--- src/rtl/sha1_pkg.sv ---
// Types, state encoding and constants of the SHA-1 byte stream hasher.
// Used by the top level and its port checker; depends on nothing.
package sha1_pkg;

    typedef struct packed {
        logic [7:0] data_byte;
        logic       byte_valid;
        logic       end_of_message;
    } sha1_in_t;

    typedef struct packed {
        logic [31:0] digest_word;
        logic [2:0]  word_index;
        logic        last_word;
    } sha1_out_t;

    typedef enum logic [2:0] {
        ST_IDLE,
        ST_PAD,
        ST_ROUND,
        ST_ADD,
        ST_OUT
    } sha1_state_t;

    localparam logic [7:0] PAD_BYTE     = 8'h80;
    localparam logic [6:0] LAST_ROUND   = 7'd79;
    localparam logic [5:0] LAST_FILL    = 6'd63;
    localparam logic [2:0] LAST_WORD_IX = 3'd4;

    function automatic logic [31:0] sha1_iv(input logic [2:0] idx);
        logic [31:0] v;
        unique case (idx)
            3'd0:    v = 32'h67452301;
            3'd1:    v = 32'hefcdab89;
            3'd2:    v = 32'h98badcfe;
            3'd3:    v = 32'h10325476;
            3'd4:    v = 32'hc3d2e1f0;
            default: v = 32'h00000000;
        endcase
        return v;
    endfunction

    function automatic logic [31:0] sha1_k(input logic [1:0] stage);
        logic [31:0] v;
        unique case (stage)
            2'd0: v = 32'h5a827999;
            2'd1: v = 32'h6ed9eba1;
            2'd2: v = 32'h8f1bbcdc;
            2'd3: v = 32'hca62c1d6;
        endcase
        return v;
    endfunction

endpackage

--- src/rtl/sha1_byte_stream_hasher_unit.sv ---
// SHA-1 byte stream hasher: byte packing, padding, round sequencer and digest output.
// Depends on sha1_pkg for transaction types, state encoding and constants.
//
// Each accepted transaction carries at most one message byte, which is shifted
// into a 512-bit window. Every 64th byte starts a compression of 80 rounds (one
// round per cycle through a single shared round adder) followed by the chaining
// add; s_ready is low throughout. End of message pads one byte per cycle up to
// the block end and compresses, plus a further 64-byte padded block and
// compression when the mark lands in the last eight byte slots, then holds
// s_ready low while the five digest words go out on m_data, H0 first, one per
// m_ready.
module sha1_byte_stream_hasher_unit (
    input  logic               aclk,
    input  logic               aresetn,
    input  logic               s_valid,
    output logic               s_ready,
    input  sha1_pkg::sha1_in_t s_data,
    output logic               m_valid,
    input  logic               m_ready,
    output sha1_pkg::sha1_out_t m_data
);

    sha1_pkg::sha1_state_t state_reg, state_next;

    logic [511:0] win_reg, win_next;
    logic [5:0]   fill_reg, fill_next;
    logic [63:0]  byte_count_reg, byte_count_next;
    logic [31:0]  chain_reg [5];
    logic [31:0]  chain_next [5];
    logic [31:0]  a_reg, b_reg, c_reg, d_reg, e_reg;
    logic [31:0]  a_next, b_next, c_next, d_next, e_next;
    logic [6:0]   rnd_reg, rnd_next;
    logic [2:0]   out_idx_reg, out_idx_next;
    logic         pad_active_reg, pad_active_next;
    logic         pad_first_reg, pad_first_next;
    logic         len_ok_reg, len_ok_next;
    logic         len_done_reg, len_done_next;

    logic [63:0]  bit_count;
    logic [5:0]   len_shift;
    logic [63:0]  len_word;
    logic [7:0]   pad_byte;
    logic [31:0]  w0, w2, w8, w13, w_mix, w_new;
    logic [1:0]   stage;
    logic [31:0]  f_val, temp;

    assign bit_count = {byte_count_reg[60:0], 3'b000};
    assign len_shift = {~fill_reg[2:0], 3'b000};
    assign len_word  = bit_count >> len_shift;
    assign pad_byte  = pad_first_reg ? sha1_pkg::PAD_BYTE :
                       ((len_ok_reg && (fill_reg[5:3] == 3'b111)) ? len_word[7:0] : 8'h00);

    assign w0    = win_reg[511:480];
    assign w2    = win_reg[447:416];
    assign w8    = win_reg[255:224];
    assign w13   = win_reg[95:64];
    assign w_mix = w13 ^ w8 ^ w2 ^ w0;
    assign w_new = {w_mix[30:0], w_mix[31]};

    always_comb begin
        if (rnd_reg < 7'd20) begin
            stage = 2'd0;
        end else if (rnd_reg < 7'd40) begin
            stage = 2'd1;
        end else if (rnd_reg < 7'd60) begin
            stage = 2'd2;
        end else begin
            stage = 2'd3;
        end
        case (stage)
            2'd0:    f_val = (b_reg & c_reg) | (~b_reg & d_reg);
            2'd2:    f_val = (b_reg & c_reg) | (b_reg & d_reg) | (c_reg & d_reg);
            default: f_val = b_reg ^ c_reg ^ d_reg;
        endcase
        temp = {a_reg[26:0], a_reg[31:27]} + f_val + e_reg + sha1_pkg::sha1_k(stage) + w0;
    end

    always_comb begin
        state_next      = state_reg;
        win_next        = win_reg;
        fill_next       = fill_reg;
        byte_count_next = byte_count_reg;
        chain_next      = chain_reg;
        a_next          = a_reg;
        b_next          = b_reg;
        c_next          = c_reg;
        d_next          = d_reg;
        e_next          = e_reg;
        rnd_next        = rnd_reg;
        out_idx_next    = out_idx_reg;
        pad_active_next = pad_active_reg;
        pad_first_next  = pad_first_reg;
        len_ok_next     = len_ok_reg;
        len_done_next   = len_done_reg;
        s_ready         = 1'b0;
        m_valid         = 1'b0;

        unique case (state_reg)
            sha1_pkg::ST_IDLE: begin
                s_ready = 1'b1;
                if (s_valid) begin
                    if (s_data.byte_valid) begin
                        win_next        = {win_reg[503:0], s_data.data_byte};
                        byte_count_next = byte_count_reg + 64'd1;
                        fill_next       = fill_reg + 6'd1;
                    end
                    if (s_data.end_of_message) begin
                        pad_active_next = 1'b1;
                        pad_first_next  = 1'b1;
                        len_done_next   = 1'b0;
                    end
                    if (s_data.byte_valid && (fill_reg == sha1_pkg::LAST_FILL)) begin
                        state_next = sha1_pkg::ST_ROUND;
                        rnd_next   = 7'd0;
                        a_next     = chain_reg[0];
                        b_next     = chain_reg[1];
                        c_next     = chain_reg[2];
                        d_next     = chain_reg[3];
                        e_next     = chain_reg[4];
                    end else if (s_data.end_of_message) begin
                        state_next = sha1_pkg::ST_PAD;
                    end
                end
            end
            sha1_pkg::ST_PAD: begin
                win_next       = {win_reg[503:0], pad_byte};
                fill_next      = fill_reg + 6'd1;
                pad_first_next = 1'b0;
                if (pad_first_reg) begin
                    len_ok_next = (fill_reg[5:3] != 3'b111);
                end
                if (fill_reg == sha1_pkg::LAST_FILL) begin
                    len_done_next = len_ok_reg && !pad_first_reg;
                    len_ok_next   = 1'b1;
                    state_next    = sha1_pkg::ST_ROUND;
                    rnd_next      = 7'd0;
                    a_next        = chain_reg[0];
                    b_next        = chain_reg[1];
                    c_next        = chain_reg[2];
                    d_next        = chain_reg[3];
                    e_next        = chain_reg[4];
                end
            end
            sha1_pkg::ST_ROUND: begin
                win_next = {win_reg[479:0], w_new};
                e_next   = d_reg;
                d_next   = c_reg;
                c_next   = {b_reg[1:0], b_reg[31:2]};
                b_next   = a_reg;
                a_next   = temp;
                rnd_next = rnd_reg + 7'd1;
                if (rnd_reg == sha1_pkg::LAST_ROUND) begin
                    state_next = sha1_pkg::ST_ADD;
                end
            end
            sha1_pkg::ST_ADD: begin
                chain_next[0] = chain_reg[0] + a_reg;
                chain_next[1] = chain_reg[1] + b_reg;
                chain_next[2] = chain_reg[2] + c_reg;
                chain_next[3] = chain_reg[3] + d_reg;
                chain_next[4] = chain_reg[4] + e_reg;
                if (!pad_active_reg) begin
                    state_next = sha1_pkg::ST_IDLE;
                end else if (len_done_reg) begin
                    state_next   = sha1_pkg::ST_OUT;
                    out_idx_next = 3'd0;
                end else begin
                    state_next = sha1_pkg::ST_PAD;
                end
            end
            sha1_pkg::ST_OUT: begin
                m_valid = 1'b1;
                if (m_ready) begin
                    chain_next[0] = chain_reg[1];
                    chain_next[1] = chain_reg[2];
                    chain_next[2] = chain_reg[3];
                    chain_next[3] = chain_reg[4];
                    chain_next[4] = sha1_pkg::sha1_iv(out_idx_reg);
                    out_idx_next  = out_idx_reg + 3'd1;
                    if (out_idx_reg == sha1_pkg::LAST_WORD_IX) begin
                        state_next      = sha1_pkg::ST_IDLE;
                        byte_count_next = 64'd0;
                        pad_active_next = 1'b0;
                        len_done_next   = 1'b0;
                    end
                end
            end
            default: begin
                state_next = sha1_pkg::ST_IDLE;
            end
        endcase
    end

    assign m_data.digest_word = chain_reg[0];
    assign m_data.word_index  = out_idx_reg;
    assign m_data.last_word   = (out_idx_reg == sha1_pkg::LAST_WORD_IX);

    always_ff @(posedge aclk) begin
        if (!aresetn) begin
            state_reg      <= sha1_pkg::ST_IDLE;
            fill_reg       <= 6'd0;
            byte_count_reg <= 64'd0;
            for (int i = 0; i < 5; i++) begin
                chain_reg[i] <= sha1_pkg::sha1_iv(3'(i));
            end
            rnd_reg        <= 7'd0;
            out_idx_reg    <= 3'd0;
            pad_active_reg <= 1'b0;
            pad_first_reg  <= 1'b0;
            len_ok_reg     <= 1'b0;
            len_done_reg   <= 1'b0;
        end else begin
            state_reg      <= state_next;
            fill_reg       <= fill_next;
            byte_count_reg <= byte_count_next;
            chain_reg      <= chain_next;
            rnd_reg        <= rnd_next;
            out_idx_reg    <= out_idx_next;
            pad_active_reg <= pad_active_next;
            pad_first_reg  <= pad_first_next;
            len_ok_reg     <= len_ok_next;
            len_done_reg   <= len_done_next;
        end
    end

    always_ff @(posedge aclk) begin
        win_reg <= win_next;
        a_reg   <= a_next;
        b_reg   <= b_next;
        c_reg   <= c_next;
        d_reg   <= d_next;
        e_reg   <= e_next;
    end

endmodule

--- config.mk ---
export PLATFORM = sky130hd
export DESIGN_NAME = sha1_byte_stream_hasher_unit
export DESIGN_NICKNAME = d
export VERILOG_FILES = /design/src/rtl/sha1_pkg.sv /design/src/rtl/sha1_byte_stream_hasher_unit.sv
export SDC_FILE = /design/constraint.sdc
export NUM_CORES = 2
export LEC_CHECK = 0
export ABC_CLOCK_PERIOD_IN_PS = 28700
export BUFFER_PORTS_ARGS = -buffer_cell sky130_fd_sc_hd__buf_2
export CAP_MARGIN = 20
export CORE_MARGIN = 3
export CORE_UTILIZATION = 50
export DETAILED_ROUTE_END_ITERATION = 6
export PLACE_DENSITY = 0.72
export SKIP_LAST_GASP = 1
export SLEW_MARGIN = 0
export SYNTH_ARGS = -nofsm -noshare
export SYNTH_HDL_FRONTEND = slang
export SYNTH_SLANG_ARGS = --single-unit
--- constraint.sdc ---
create_clock -name aclk -period 28.7 [get_ports aclk]
set_input_delay 4.305 -clock aclk [delete_from_list [all_inputs] [get_ports aclk]]
set_output_delay 4.305 -clock aclk [all_outputs]
set_load 0.01 [all_outputs]
==> Word-level counts from Yosys, hierarchy flattened <==
Cells that the tools add are included.
{ "totals": {"regBits": 919, "in_bits": 14, "output_inout_bits": 38} }
{ "classes": {"n_addsub": 13, "magnitude_cmp": 3, "eq_ne": 26, "n_shift": 1, "mux": 73, "bitwise": 14, "reduce_logical": 24} }
{ "op_table": {"columns": ["operator", "n"], "rows": [
  ["512-bit one-hot mux with 3 select lines", 1],
  ["512-bit 2-to-1 mux", 2],
  ["32-bit 2-to-1 mux", 15],
  ["32-bit one-hot mux with 3 select lines", 5],
  ["160-bit one-hot mux with 2 select lines", 1],
  ["32-bit adder", 9],
  ["64-bit 2-to-1 mux", 4],
  ["160-bit 2-to-1 mux", 1],
  ["32-bit one-hot mux with 5 select lines", 1],
  ["32-bit XOR", 5],
  ["32-bit bitwise AND", 4],
  ["32-bit one-hot mux with 4 select lines", 1],
  ["64-bit one-hot mux with 2 select lines", 1],
  ["32-bit OR", 3],
  ["64-bit by 1-bit adder with 64-bit output, second input constant", 1],
  ["32-bit one-hot mux with 2 select lines", 1],
  ["64-bit by 6-bit >> shifter with 8-bit output", 1],
  ["3-bit 2-to-1 mux", 12],
  ["32-bit inverter", 1],
  ["7-bit 2-to-1 mux", 3],
  ["7-bit one-hot mux with 3 select lines", 1],
  ["2-bit != test, second input constant", 10],
  ["8-bit 2-to-1 mux", 2],
  ["3-bit one-hot mux with 5 select lines", 1],
  ["32 further kinds", 68]
]} }

==> Longest topological paths before layout <==
{ "depth": {"depth_word": 11, "mapped_depth": 27, "depth_no_buf": 24} }

==> Least setup slack after synthesis <==
No wires, ideal clock.
{ "synth_path": {"path_kind": "input -> register", "startpoint": "input s_valid", "endpoint": "register win_reg[0] (enable)", "setup_time_ps": 1451, "t_arrival_ps": 26720, "slack_ps": 529, "stages": 2, "path_cell_list": "a2111oi_1 -> nor2b_1"} }
{ "synth_between": {"elab_chain_cells": 2} }
{ "synth_lines": {"columns": ["element", "line", "text"], "rows": [
  ["start: declaration", "sha1_byte_stream_hasher_unit.sv:15", "input logic s_valid,"],
  ["2-bit != test (no line)", null, null],
  ["3-bit AND reduction (no line)", null, null],
  ["end signal: assignment", "sha1_byte_stream_hasher_unit.sv:227", "win_reg <= win_next;"],
  ["end: declaration", "sha1_byte_stream_hasher_unit.sv:25", "logic [511:0] win_reg, win_next;"]
]} }
Every way passes these cells.
A chain may end at the register's enable or synchronous reset.

==> Final worst setup path <==
{ "layout_path": {"startpoint": "register rnd_reg[2]", "endpoint": "register a_reg[29] (data pin)"} }
{ "layout_between": {"elab_chain_cells": 11, "elab_cells_between_ends": 17} }
{ "layout_lines": {"columns": ["element", "line", "text"], "rows": [
  ["start: declaration", "sha1_byte_stream_hasher_unit.sv:32", "logic [6:0] rnd_reg, rnd_next;"],
  ["start signal: assignment", "sha1_byte_stream_hasher_unit.sv:217", "rnd_reg <= rnd_next;"],
  ["7-bit by 6-bit less-than comparator with 1-bit output", "sha1_byte_stream_hasher_unit.sv:65", "end else if (rnd_reg < 7'd60) begin"],
  ["1-bit 2-to-1 mux", "sha1_byte_stream_hasher_unit.sv:65", null],
  ["2-bit 2-to-1 mux", "sha1_byte_stream_hasher_unit.sv:63", "end else if (rnd_reg < 7'd40) begin"],
  ["2-bit 2-to-1 mux *", "sha1_byte_stream_hasher_unit.sv:61", "if (rnd_reg < 7'd20) begin"],
  ["2-bit equality test or 2-bit logical NOT (tied branches)", "sha1_pkg.sv:45, sha1_byte_stream_hasher_unit.sv:70", null],
  ["32-bit one-hot mux with 2 select lines", "sha1_byte_stream_hasher_unit.sv:70", "case (stage)"],
  ["32-bit adder (2 in series)", "sha1_byte_stream_hasher_unit.sv:75", "temp = {a_reg[26:0], a_reg[31:27]} + f_val + e_reg + sha1_pkg::sha1_k(stage) + w0;"],
  ["32-bit adder * (2 in series)", "sha1_byte_stream_hasher_unit.sv:75", null],
  ["32-bit one-hot mux with 3 select lines *", "sha1_byte_stream_hasher_unit.sv:98", "unique case (state_reg)"],
  ["net a_next[29]", "sha1_byte_stream_hasher_unit.sv:31", "logic [31:0] a_next, b_next, c_next, d_next, e_next;"],
  ["end signal: assignment", "sha1_byte_stream_hasher_unit.sv:228", "a_reg <= a_next;"],
  ["end: declaration", "sha1_byte_stream_hasher_unit.sv:30", "logic [31:0] a_reg, b_reg, c_reg, d_reg, e_reg;"]
]} }
The timed path passes the listed nets; every way through them passes the cells marked *. The select of a mux whose other input is x is not followed.

==> out/results.md <==
| Result | This run |
|---|---|
| Outcome | finished clean |
| Maximum count of clock buffers along a single path | 3 |
| Clock edge transition at the registers on the reported setup and hold paths | 0.06 ns |
| Worst stage delay on the critical path | 0.69 ns |
| Most used flip-flop cell after synthesis | sky130_fd_sc_hd__edfxtp_1 |
| Yosys top cell area share | 0.379 |
| Setup crit end kind | flip-flop |
| Type of the worst setup path | reg2reg |
| Synth Register Bits | 916 |
| Cell variety after synth | 85 |
| Largest delay contributor family on the critical path | compound AO/OA/AOI/OAI gates |
| Relative slew slack | 0.130 |
| Sequential group share of total power | 0.406 |
| Top library cells by usage in the layout, fill and taps aside | sky130_fd_sc_hd__nand2_1 (2004), sky130_fd_sc_hd__edfxtp_1 (672), sky130_fd_sc_hd__o21ai_0 (398) |
| Power density over the cells | 95.5 mW/mm^2 |
| Synthesized cell area | 0.0533 sq mm |
| Critical path arrival | 7.73 ns |
| Destination of the worst register-to-register timing path | a_reg[29]$_DFFE_PP_ |
| Post-CTS Hold Buffers | 0 |
| Crit path cell chain | nor2_1 -> o21ai_0 -> a221o_2 -> inv_1 -> ha_1 -> inv_1 -> buf_4 -> o22ai_1 -> o21ai_0 -> fa_1 -> fa_1 -> inv_1 -> ha_1 -> a21oi_1 -> o21ai_0 -> a221oi_1 -> nor3b_1 -> a31oi_1 -> a31o_2 -> a21o_1 -> a21oi_1 -> xor2_1 -> o21ai_1 |
| Via-to-Cell Ratio | 5.78 |
| Final-layout fill cell count | 9209 |
| Psw | 0.00205 W |
| Fraction of power spent switching nets | 0.372 |
| Number of I/O port buffers | 51 |
| R2R Path Start | rnd_reg[2]$_SDFFE_PN0P_ |
| Number of placement rows | 119 |
| Global-route wire length before repair | 225000 um |
| Slew at the pin closest to its max-slew limit | 1.30 ns |
| Clock root cell | sky130_fd_sc_hd__clkbuf_16 |
| Routed WL | 145000 um |
| Detail-routed net length per standard cell | 20.0 um |
| Count of antenna diodes in the layout | 0 |
| Maximum VDD drop | 0.0646 mV |
| Register-to-Register Path Depth | 23 |
| Number of pins with negative max-slew slack in the final report | 0 |
| Yosys top cell by area | sky130_fd_sc_hd__edfxtp_1 |
| CTS tree | built |
| Max Cap Viol | 0 |
| Async set-reset flop share out of synthesis | 0 |
| Unrepaired setup endpoints after global routing | false |
| Initial DRT Pass Iterations | 7 |
| Instance area after placement | 0.0544 sq mm |
| Buffer count from post-CTS setup fixing | 0 |
| Placed cell count | 7083 |
| Hold Path Sink | rnd_reg[1]$_SDFFE_PN0P_ |
| Post-synthesis instance total | 5910 |
| Post-Synthesis Mean Instance Area | 9.02 sq um |
| Slack of the worst reg-to-reg path | 21.39 ns |
| Number of cells traversed by the worst hold path | 2 |
| Part of the total power dissipated in the clock network | 0.237 |
| Starting density of the core | 0.505 |
| Final Wtd Congestion | 0.944 |
| Critical Path RT | 29.12 ns |
| DP HPWL | 99800 um |
| Growth of design area from synthesis to finish | 8.43% |
| Placeable core region | 0.106 sq mm |
| Initial detailed-routing violation count | 4880 |
| Finished Layout Cells | 7265 |
| LEAKAGE | 24.1 nW |
| Vias in the first global route | 39902 |
| Pin count of the biggest net entering global routing | 276 |
| Vert. Die Dim | 332 um |
| Startpoint kind of the worst setup timing path | flip-flop |
| Final setup violation count | 0 |
| Comb power frac | 0.357 |
| Leading cell types by total area after synthesis | sky130_fd_sc_hd__edfxtp_1 (38%), sky130_fd_sc_hd__nand2_1 (14%), sky130_fd_sc_hd__dfxtp_1 (9.2%) |
| Max H-tree Level | 3 |
| Most common cell after layout, fill and taps aside | sky130_fd_sc_hd__nand2_1 |
| Maximum clock skew at final layout | 0.0471 ns |
| Number of antenna violations at the first check in global routing | 3 |
| Number of sinks handled by clock tree synthesis | 916 |
| DIE AREA | 0.111 sq mm |
| Share of the clock period used by the worst path after layout | 0.255 |
| Net Count, Synth | 6255 |
| Fmax | 137 MHz |
| Net count, final | 6138 |
| Largest register FFs | 512 |
| Sequential fraction of the synthesis area | 0.470 |
| Yosys synthesis warning count | 0 |
| Total I/O pin count | 52 |
| Total non-filler cell area in the finished layout | 0.0578 sq mm |
| Slowest stage cell on the critical path | sky130_fd_sc_hd__a221o_2 |
| Count of final hold-check violations | 0 |
| Clk_lat worst skew | 0.71 ns |
| Post-route worst hold slack | 0.498 ns |
| Worst Hold Launch | rnd_reg[1]$_SDFFE_PN0P_ |
| Horizontal die dimension | 332 um |
| Final Critical Period | 7.31 ns |
| Antenna Nets Post-Route | 0 |
| Proportion of layout cells with a drive suffix above 1 | 0.0516 |
| Number of remaining DRC errors | 0 |
| Critical path fanouts, max | 31 |
| Total grt overflow | 0 |
| Overall routing resource usage | 0.257 |
| Number of flops mapped to enable cells by yosys | 672 |
| Vias | 42001 |
| Pint | 0.00347 W |
| Total chip power | 0.00552 W |
| Type of the worst min-delay path | reg2reg |
| Setup TNS after final layout | 0 ns |
| Total CTS buffers | 97 |
| CP Buf/Inv Count | 4 |
| Resize count post-CTS | 0 |
==> worst register-to-register path, cell delays in order (launching register included) <==
cell and delay, ns:
sky130_fd_sc_hd__dfxtp_1 0.43, sky130_fd_sc_hd__nor2_1 0.07, sky130_fd_sc_hd__o21ai_0 0.22, sky130_fd_sc_hd__a221o_2 0.69, sky130_fd_sc_hd__inv_1 0.20, sky130_fd_sc_hd__ha_1 0.32, sky130_fd_sc_hd__inv_1 0.43, sky130_fd_sc_hd__buf_4 0.42
sky130_fd_sc_hd__o22ai_1 0.12, sky130_fd_sc_hd__o21ai_0 0.48, sky130_fd_sc_hd__fa_1 0.55, sky130_fd_sc_hd__fa_1 0.54, sky130_fd_sc_hd__inv_1 0.05, sky130_fd_sc_hd__ha_1 0.37, sky130_fd_sc_hd__a21oi_1 0.25, sky130_fd_sc_hd__o21ai_0 0.15
sky130_fd_sc_hd__a221oi_1 0.31, sky130_fd_sc_hd__nor3b_1 0.23, sky130_fd_sc_hd__a31oi_1 0.26, sky130_fd_sc_hd__a31o_2 0.34, sky130_fd_sc_hd__a21o_1 0.18, sky130_fd_sc_hd__a21oi_1 0.18, sky130_fd_sc_hd__xor2_1 0.16, sky130_fd_sc_hd__o21ai_1 0.07
==> per-layer routing <==
| layer | track usage | share of wire |
|---|---|---|
| met3 | 0.0431 | 0.086 |
| met1 | 0.361 | 0.43 |
| met5 | 0 | 0 |
| met4 | 0.0848 | 0.034 |
| met2 | 0.405 | 0.45 |
==> synthesized netlist by cell type, types with 21 or more instances <==
cell type                  instances
sky130_fd_sc_hd__a211oi_1         37
sky130_fd_sc_hd__a21o_1           92
sky130_fd_sc_hd__a21oi_1         254
sky130_fd_sc_hd__a31oi_1          38
sky130_fd_sc_hd__and3_1           28
sky130_fd_sc_hd__buf_4            32
sky130_fd_sc_hd__clkbuf_1        264
sky130_fd_sc_hd__dfxtp_1         244
sky130_fd_sc_hd__edfxtp_1        672
sky130_fd_sc_hd__fa_1            125
sky130_fd_sc_hd__ha_1            206
sky130_fd_sc_hd__inv_1           278
sky130_fd_sc_hd__mux2i_1          49
sky130_fd_sc_hd__nand2_1        2007
sky130_fd_sc_hd__nand2b_1         31
sky130_fd_sc_hd__nand3_1          69
sky130_fd_sc_hd__nand4_1          26
sky130_fd_sc_hd__nor2_1          274
sky130_fd_sc_hd__nor2b_1          28
sky130_fd_sc_hd__nor3_1           47
sky130_fd_sc_hd__o211ai_1         40
sky130_fd_sc_hd__o21a_1           21
sky130_fd_sc_hd__o21ai_0         398
sky130_fd_sc_hd__o22ai_1          31
sky130_fd_sc_hd__or3_1            31
sky130_fd_sc_hd__xnor2_1         191
sky130_fd_sc_hd__xor2_1          122
==> power by group through the flow <==
stage | Clock [W] | Combinational (W) | Sequential (W)
6_report | 0.00131 | 0.00197 | 0.00224
5_1_grt | 0.00138 | 0.00220 | 0.00228
4_1_cts | 0.00133 | 0.00196 | 0.00224
3_5_place_dp | 0 | 0.00194 | 0.00226
3_3_place_gp | 0 | 0.00190 | 0.00225
2_1_floorplan | 0 | 0.00145 | 0.00236
==> logic make-up (layout without fill, tap and decap cells) <==
group | after synthesis | count (layout) | synth area share
AOI/OAI and AO/OA | 1092 | 1092 | 0.125
muxes | 68 | 68 | 0.0160
buffers and inverters | 586 | 550 | 0.0437
adders and majority gates | 331 | 331 | 0.0953
and+or+nand+nor | 2604 | 2604 | 0.198
DFF | 916 | 916 | 0.470
xor gates and xnor gates | 313 | 313 | 0.0514
==> how the worst max path moves through the flow <==
| stage | start | end | slack (ns) | cells past startpoint |
|---|---|---|---|---|
| floorplan | s_valid | win_reg[0]$_DFFE_PP_ | 0.53 | 2 |
| global placement | s_valid | win_reg[30]$_DFFE_PP_ | 20.88 | 7 |
| detailed placement | s_valid | win_reg[31]$_DFFE_PP_ | 20.83 | 7 |
| CTS | s_valid | win_reg[310]$_DFFE_PP_ | 21.58 | 7 |
| global route | rnd_reg[2]$_SDFFE_PN0P_ | a_reg[29]$_DFFE_PP_ | 21.01 | 23 |
| finish | rnd_reg[2]$_SDFFE_PN0P_ | a_reg[29]$_DFFE_PP_ | 21.39 | 23 |
==> stage by stage <==
step | util | worst slack [ns]
6_report | 0.547 | 21.39
3_5_place_dp | 0.516 | 20.83
4_1_cts | 0.547 | 21.58
2_1_floorplan | - | 0.529
5_1_grt | 0.547 | 21.01
3_3_place_gp | 0.516 | 20.88
==> final cells by class <==
class | instances | area (sq um) | area share
Clock buffer | 122 | 2620 | 0.0454
Clock inverter | 58 | 671 | 0.0116
Inverter | 279 | 1050 | 0.0183
Multi-Input combinational cell | 4408 | 26000 | 0.449
Sequential cell | 916 | 25100 | 0.434
Tap cell | 1391 | 1740 | 0.0301
Timing Repair Buffer | 91 | 661 | 0.0114
Power figures use the tool's default switching activity.
